<file path="src/rtl/mlta_pkg.sv">
// Shared types and constants of the multi-level threshold alarm.
package mlta_pkg;

    typedef enum logic [1:0] {
        LVL_CLEAR = 2'd0,
        LVL_WARN  = 2'd1,
        LVL_CRIT  = 2'd2,
        LVL_EMERG = 2'd3
    } level_t;

    localparam logic MODE_SAMPLE = 1'b0;
    localparam logic MODE_LOAD   = 1'b1;

    localparam logic [7:0] COUNT_MAX      = 8'hFF;
    localparam logic [7:0] DEBOUNCE_RESET = 8'd3;

    // Fixed low fields of the result tdata
    localparam int OUT_RULE_LSB   = 0;
    localparam int OUT_LEVEL_LSB  = 3;
    localparam int OUT_ACTIVE_BIT = 5;
    localparam int OUT_VALUE_LSB  = 6;

    typedef struct packed {
        level_t     level;
        logic [7:0] count;
    } status_t;

endpackage

</file>
<file path="src/rtl/multi_level_threshold_alarm_top.sv">
// Multi-level threshold alarm with debounce: rule memories and evaluation pipeline.
// A result reaches m_axis from the evaluation stage through the output register.
// Throughput: one item per cycle unless m_axis stalls; set by the single status
// read-modify-write, closed by a one-deep write bypass on each memory.
// Reset: clears pipeline control, the status valid bits (level and count read
// as zero) and sets debounce_length to 3; thresholds are undefined until loaded.
module multi_level_threshold_alarm_top
    import mlta_pkg::*;
#(
    parameter int RULE_COUNT  = 8,
    parameter int VALUE_WIDTH = 32
)(
    input  logic                   clk,
    input  logic                   rst_n,
    // configuration: debounce_length
    input  logic                   cfg_wr_en,
    input  logic [7:0]             cfg_wr_data,
    // input stream
    input  logic                   s_axis_tvalid,
    output logic                   s_axis_tready,
    // tdata: rule_index[3], sample_value, warn_limit, crit_limit, emerg_limit,
    //        side select[1], zero pad
    input  logic [((4*VALUE_WIDTH+4+7)/8)*8-1:0] s_axis_tdata,
    // tuser: mode[0], skip[1]
    input  logic [1:0]             s_axis_tuser,
    // result stream
    output logic                   m_axis_tvalid,
    input  logic                   m_axis_tready,
    // tdata: alert_rule[3], alert_level[2], alert_active[1], alert_value,
    //        alert_threshold, zero pad
    output logic [((2*VALUE_WIDTH+6+7)/8)*8-1:0] m_axis_tdata
);

    localparam int VW     = VALUE_WIDTH;
    localparam int ADDR_W = (RULE_COUNT > 1) ? $clog2(RULE_COUNT) : 1;
    localparam int THR_W  = 3*VW + 1;
    localparam int OUT_W  = ((2*VW + 6 + 7) / 8) * 8;
    localparam logic [6:0] RULE_LIM = 7'(RULE_COUNT);

    // ------------------------------------------------------------------
    // Input field split
    // ------------------------------------------------------------------
    logic [2:0]        in_rule;
    logic [ADDR_W-1:0] in_addr;
    logic              in_hit;
    logic              in_accept;

    assign in_rule   = s_axis_tdata[2:0];
    assign in_addr   = ADDR_W'({3'b000, in_rule});
    assign in_hit    = ({4'd0, in_rule} < RULE_LIM);
    assign in_accept = s_axis_tvalid && s_axis_tready;

    // ------------------------------------------------------------------
    // Registers
    // ------------------------------------------------------------------
    logic [7:0]          debounce_length_reg;

    // evaluation stage (one item, memory read data arrives here)
    logic                s1_valid_reg, s1_valid_next;
    logic                s1_mode_reg;
    logic                s1_skip_reg;
    logic                s1_hit_reg;
    logic [2:0]          s1_rule_reg;
    logic [ADDR_W-1:0]   s1_addr_reg;
    logic [VW-1:0]       s1_value_reg;
    logic [THR_W-1:0]    s1_load_reg;   // {side, emerg, crit, warn} of a load

    // memories and their read registers
    logic [THR_W-1:0]    thr_mem [RULE_COUNT];
    status_t             st_mem  [RULE_COUNT];
    logic [THR_W-1:0]    thr_rd_reg;
    status_t             st_rd_reg;
    logic [RULE_COUNT-1:0] st_vld_reg, st_vld_next;

    // last write to each memory, covers a read that crossed it
    logic                thr_byp_valid_reg;
    logic [ADDR_W-1:0]   thr_byp_addr_reg;
    logic [THR_W-1:0]    thr_byp_data_reg;
    logic                st_byp_valid_reg;
    logic [ADDR_W-1:0]   st_byp_addr_reg;
    status_t             st_byp_data_reg;

    // output register
    logic                m_valid_reg, m_valid_next;
    logic [OUT_W-1:0]    m_data_reg;

    // ------------------------------------------------------------------
    // Evaluation
    // ------------------------------------------------------------------
    logic [THR_W-1:0] thr_cur;
    status_t          st_cur;
    logic [VW-1:0]    warn_cur, crit_cur, emerg_cur;
    logic             side_cur;
    level_t           lvl;
    logic [7:0]       count_inc;
    logic             do_load, do_sample;
    logic             raise, clear, has_result;
    logic             out_free, s1_fire;
    logic             thr_wr, st_wr;
    status_t          st_wdata;
    logic [VW-1:0]    thr_sel;
    logic [OUT_W-1:0] out_data_next;

    assign thr_cur = (thr_byp_valid_reg && (thr_byp_addr_reg == s1_addr_reg))
                   ? thr_byp_data_reg : thr_rd_reg;

    always_comb
    begin
        if (st_byp_valid_reg && (st_byp_addr_reg == s1_addr_reg))
        begin
            st_cur = st_byp_data_reg;
        end
        else if (st_vld_reg[s1_addr_reg])
        begin
            st_cur = st_rd_reg;
        end
        else
        begin
            st_cur = '0;
        end
    end

    assign warn_cur  = thr_cur[0 +: VW];
    assign crit_cur  = thr_cur[VW +: VW];
    assign emerg_cur = thr_cur[2*VW +: VW];
    assign side_cur  = thr_cur[3*VW];

    // exact signed compares, highest level first
    always_comb
    begin
        if (side_cur)
        begin
            if      ($signed(s1_value_reg) > $signed(emerg_cur)) lvl = LVL_EMERG;
            else if ($signed(s1_value_reg) > $signed(crit_cur))  lvl = LVL_CRIT;
            else if ($signed(s1_value_reg) > $signed(warn_cur))  lvl = LVL_WARN;
            else                                                 lvl = LVL_CLEAR;
        end
        else
        begin
            if      ($signed(s1_value_reg) < $signed(emerg_cur)) lvl = LVL_EMERG;
            else if ($signed(s1_value_reg) < $signed(crit_cur))  lvl = LVL_CRIT;
            else if ($signed(s1_value_reg) < $signed(warn_cur))  lvl = LVL_WARN;
            else                                                 lvl = LVL_CLEAR;
        end
    end

    assign count_inc = (st_cur.count != COUNT_MAX) ? st_cur.count + 8'd1 : st_cur.count;

    assign do_load   = s1_valid_reg && s1_hit_reg && (s1_mode_reg == MODE_LOAD);
    assign do_sample = s1_valid_reg && s1_hit_reg && (s1_mode_reg == MODE_SAMPLE)
                    && !s1_skip_reg;

    assign raise      = (lvl != LVL_CLEAR) && (count_inc >= debounce_length_reg)
                     && (lvl != st_cur.level);
    assign clear      = (lvl == LVL_CLEAR) && (st_cur.level != LVL_CLEAR);
    assign has_result = do_sample && (raise || clear);

    assign out_free      = !m_valid_reg || m_axis_tready;
    assign s1_fire       = s1_valid_reg && (!has_result || out_free);
    assign s_axis_tready = !s1_valid_reg || s1_fire;

    assign thr_wr = s1_fire && do_load;
    assign st_wr  = s1_fire && (do_load || do_sample);

    always_comb
    begin
        st_wdata = '0;
        if (do_sample && (lvl != LVL_CLEAR))
        begin
            st_wdata.count = count_inc;
            st_wdata.level = raise ? lvl : st_cur.level;
        end
    end

    always_comb
    begin
        case (lvl)
            LVL_EMERG: thr_sel = emerg_cur;
            LVL_CRIT:  thr_sel = crit_cur;
            default:   thr_sel = warn_cur;   // warning, and the clear report
        endcase
    end

    assign out_data_next = OUT_W'({thr_sel, s1_value_reg, raise,
                                   (raise ? lvl : LVL_CLEAR), s1_rule_reg});

    // ------------------------------------------------------------------
    // Next state
    // ------------------------------------------------------------------
    always_comb
    begin
        s1_valid_next = s1_valid_reg;
        if (in_accept)
        begin
            s1_valid_next = 1'b1;
        end
        else if (s1_fire)
        begin
            s1_valid_next = 1'b0;
        end

        m_valid_next = m_valid_reg;
        if (s1_fire && has_result)
        begin
            m_valid_next = 1'b1;
        end
        else if (m_axis_tready)
        begin
            m_valid_next = 1'b0;
        end

        st_vld_next = st_vld_reg;
        if (st_wr)
        begin
            st_vld_next[s1_addr_reg] = 1'b1;
        end
    end

    // ------------------------------------------------------------------
    // Control registers
    // ------------------------------------------------------------------
    always_ff @(posedge clk or negedge rst_n)
    begin
        if (!rst_n)
        begin
            debounce_length_reg <= DEBOUNCE_RESET;
            s1_valid_reg        <= 1'b0;
            m_valid_reg         <= 1'b0;
            st_vld_reg          <= '0;
            thr_byp_valid_reg   <= 1'b0;
            st_byp_valid_reg    <= 1'b0;
        end
        else
        begin
            if (cfg_wr_en)
            begin
                debounce_length_reg <= cfg_wr_data;
            end
            s1_valid_reg <= s1_valid_next;
            m_valid_reg  <= m_valid_next;
            st_vld_reg   <= st_vld_next;
            if (thr_wr)
            begin
                thr_byp_valid_reg <= 1'b1;
            end
            if (st_wr)
            begin
                st_byp_valid_reg <= 1'b1;
            end
        end
    end

    // ------------------------------------------------------------------
    // Payload registers
    // ------------------------------------------------------------------
    always_ff @(posedge clk)
    begin
        if (in_accept)
        begin
            s1_mode_reg  <= s_axis_tuser[0];
            s1_skip_reg  <= s_axis_tuser[1];
            s1_hit_reg   <= in_hit;
            s1_rule_reg  <= in_rule;
            s1_addr_reg  <= in_addr;
            s1_value_reg <= s_axis_tdata[3 +: VW];
            s1_load_reg  <= s_axis_tdata[3+VW +: THR_W];
        end
        if (thr_wr)
        begin
            thr_byp_addr_reg <= s1_addr_reg;
            thr_byp_data_reg <= s1_load_reg;
        end
        if (st_wr)
        begin
            st_byp_addr_reg <= s1_addr_reg;
            st_byp_data_reg <= st_wdata;
        end
        if (s1_fire && has_result)
        begin
            m_data_reg <= out_data_next;
        end
    end

    // ------------------------------------------------------------------
    // Rule memories: read on input transfer, written from evaluation stage
    // ------------------------------------------------------------------
    always_ff @(posedge clk)
    begin
        if (in_accept)
        begin
            thr_rd_reg <= thr_mem[in_addr];
        end
        if (thr_wr)
        begin
            thr_mem[s1_addr_reg] <= s1_load_reg;
        end
    end

    always_ff @(posedge clk)
    begin
        if (in_accept)
        begin
            st_rd_reg <= st_mem[in_addr];
        end
        if (st_wr)
        begin
            st_mem[s1_addr_reg] <= st_wdata;
        end
    end

    assign m_axis_tvalid = m_valid_reg;
    assign m_axis_tdata  = m_data_reg;

endmodule

</file>
<file path="config.mk">
export PLATFORM = sky130hd
export DESIGN_NAME = multi_level_threshold_alarm_top
export DESIGN_NICKNAME = d
export VERILOG_FILES = /design/src/rtl/mlta_pkg.sv /design/src/rtl/multi_level_threshold_alarm_top.sv
export SDC_FILE = /design/constraint.sdc
export NUM_CORES = 1
export LEC_CHECK = 0
export BUFFER_PORTS_ARGS = -buffer_cell sky130_fd_sc_hd__buf_2
export CORE_MARGIN = 5
export CORE_UTILIZATION = 55
export CTS_CLUSTER_SIZE = 28
export DETAILED_ROUTE_END_ITERATION = 16
export GPL_ROUTABILITY_DRIVEN = 0
export PLACE_DENSITY_LB_ADDON = 0.12
export SYNTH_ARGS = -nofsm -noshare
export SYNTH_HDL_FRONTEND = slang
export SYNTH_SLANG_ARGS = --single-unit
</file>
<file path="constraint.sdc">
create_clock -name clk -period 13.52 [get_ports clk]
set_input_delay 1.352 -clock clk [delete_from_list [all_inputs] [get_ports clk]]
set_output_delay 1.352 -clock clk [all_outputs]
set_load 0.02 [all_outputs]
</file>
==> impl_results.md <==
* Syn Inst Count at 2,372
* Leak at 19.7 nW
* Fmax at 0.119 GHz
* CP Data Arrival Time at 7060 ps
* Post-synthesis adder-cell area fraction at 0.0261
* Slew Viols, Final at 0
* Compound-Gate Fraction of Synth Area at 0.0209
* Maximum VDD drop at 100 uV
* Required time worst endpoint at 12,170 ps
* Most frequent cells in the layout: edfxtp_1, mux4_2, buf_2
* DRC at 0
* CTS tree: built
* Crit start category: flop
* CTS buffer count at 135
* Final setup violation count at 0
* Starting Density at 0.552
* CP endpoint kind: output pin
* I/O Buffers at 218
* CTS root buf: clkbuf_16
* NumNets Final at 2,920
* Hold-fix buffers, CTS at 0
* Critical path peak fanout at 39
* Netlist Area Pre-Place at 50,400 um^2
* TritonRoute pass-1 iters at 7
* Wire per inst at 29.1 um
* Hold Fails Final Rpt at 0
* Die Wd at 313 um
* Setup CP Type: reg -> out
* Commonest non-fill, non-tap cell in the layout: edfxtp_1
* DR vias/cell at 6.13
* Clk_lat worst skew at 740 ps
* Post-DRT Antenna Nets at 0
* Total GRT Usage at 0.236
* Num ports at 225
* Layout Skew at 27.4 ps
* Fin crit share at 0.622
* Initial antenna violation count at 2
* Antenna cells at 0
* Setup TNS Final at 0 ps
* Worst min-delay path class: reg -> reg
* EDFF count, synth at 1,280
* PostCTS Resize Cnt at 0
* Main flop type after synthesis: edfxtp_1
* Post-Synth Simple-Gate Area at 0.0214
* Clock transition at path regs at 60 ps
* Max-cap violations at 0
* Layout cells sized above 1 at 0.283
* Max-slew headroom at 0.221
* P&R area growth vs syn at 13.2%
* Status: complete, no violations
* Pwr/cell area at 154 nW/um^2
* Final worst slack at 5110 ps
* Tmin final at 8410 ps
* Ys async rst share at 0.0154
* Mux contribution to synthesized area at 0.147
* Cell Rows at 111
* Htree depth at 4
* Vias in the first global route at 24,900
* RSZ-0062 raised after global routing: false
* Seq cells post-synth at 1,300
* Largest net degree at the start of global routing at 144
* Core Box Area at 91,400 um^2
* Total clock sinks at 1,300
* Largest family of logic cells by synthesized area: multiplexers
* Die H at 313 um
* First-pass GRT wire length at 168,000 um
* Die area at 97,800 um^2
* Post-CTS Setup Bufs at 0
* Yosys warns at 0
* Distinct cell type count after synthesis at 68
* Clk buf depth at 3
* Xor and xnor fraction of the mapped netlist area at 0.00156
* Drt initial violations at 2,276
* Via count at 24,200
* Post-synthesis average cell area at 21.3 um^2
* Placed cell count at 3,713
* Grt ovf at 0
* FILL cells at 6,256
* Seq/Total Area, Yosys at 0.772
* Detailed Place HPWL at 65,500 um
* Routed WL at 115,000 um
* Worst-Margin Slew at 1160 ps
* Most flop-heavy register: thr_mem
* Largest register FFs at 776
* Non-Filler Instances at 3,953
* DP Worst Slack at 5450 ps
## power breakdown
| part | internal, W | switching (W) |
|---|---|---|
| clock | 0.00200 | 0.00148 |
| sequential | 0.00457 | 0.0000756 |
| combinational | 0.000241 | 0.000419 |
| total | 0.00682 | 0.00198 |
## Yosys cell counts, types with 3 or more instances
cell type / instances / share of area
nor4_1: 6 / 0.00074
nor2b_1: 7 / 0.00087
edfxtp_1: 1280 / 0.76
o31a_1: 3 / 0.00052
mux2_2: 115 / 0.026
a211oi_1: 6 / 0.00089
nand3_1: 23 / 0.0023
mux4_2: 215 / 0.096
inv_1: 22 / 0.0016
o21ai_1: 5 / 0.00050
ha_1: 105 / 0.026
a21o_1: 8 / 0.0012
a221oi_1: 4 / 0.00069
o211ai_1: 5 / 0.00074
a221o_1: 4 / 0.00079
nor3_1: 8 / 0.00079
a21oi_1: 68 / 0.0068
nor2_1: 63 / 0.0047
clkbuf_1: 53 / 0.0039
nand2_1: 53 / 0.0039
dfrtp_1: 18 / 0.0089
o21ai_0: 20 / 0.0020
mux2i_1: 127 / 0.025
o21a_1: 4 / 0.00060
nand4_1: 25 / 0.0031
and3_1: 7 / 0.00087
buf_2: 4 / 0.00040
o21bai_1: 13 / 0.0019
buf_4: 5 / 0.00074
xnor2_1: 7 / 0.0012
buf_1: 27 / 0.0020
nand2b_1: 8 / 0.00099
o2111ai_1: 3 / 0.00052
a41oi_1: 4 / 0.00069
## routing by layer
metal  vias up  routed length [um]  track usage
met5         -                   0            0
li1      10400                   -            -
met1     12900               48900        0.339
met4         0                2760       0.0667
met2       825               56000        0.378
met3       147                7310       0.0447
## final timing paths
kind,from,end,slack (ps),cells after the start
max,s1_addr_reg[1]$_DFFE_PP_,s_axis_tready,5110,16
min in group asynchronous,rst_n,st_vld_reg[3]$_DFFE_PN0P_,590,1
min reg2reg,st_vld_reg[6]$_DFFE_PN0P_,st_vld_reg[6]$_DFFE_PN0P_,480,1
min,st_vld_reg[6]$_DFFE_PN0P_,st_vld_reg[6]$_DFFE_PN0P_,480,1
max reg2reg,s1_addr_reg[1]$_DFFE_PP_,st_mem[5][1]$_DFFE_PP_,5540,17
max in group asynchronous,rst_n,debounce_length_reg[1]$_DFFE_PN1P_,12580,1
## area by class of cell
cell class	instances	area (um^2)	share of cell area
multi-input combinational	956	11000	0.193
inverter	22	82.6	0.00145
sequential	1300	38900	0.682
tap	1186	1480	0.0260
timing repair buffer	249	1430	0.0251
clock inverter	67	556	0.00973
clock buffer	173	3570	0.0626
## cells by family after synthesis
logic type | after synthesis
fa+ha+maj | 105
xor+xnor | 9
compound gates | 164
mux | 457
buf+inv | 117
simple gates | 219
flops | 1300
other cells | 1
## per-stage QoR
stage	area, um^2	utilization	total power [W]	hold WS, ps
global placement	53000	0.579	0.00537	452
detailed placement	53000	0.579	0.00539	454
CTS	57100	0.625	0.00887	479
floorplan	50400	-	0.00513	426
global route	57100	0.625	0.00910	500
finish	57100	0.625	0.00879	476
## critical path, stage by stage, from the launching register on
cell and delay [ps]:
edfxtp_1 830, xnor2_1 130, nand4_1 150, buf_4 570
buf_4 800, mux2i_1 620, ha_1 250, nand4_1 220
nor4_1 520, o31a_1 290, o22ai_1 120, o211ai_1 540
a21o_1 270, nand3_1 90, a22oi_1 410, or3_1 270
buf_2 200
Power figures use the tool's default switching activity.
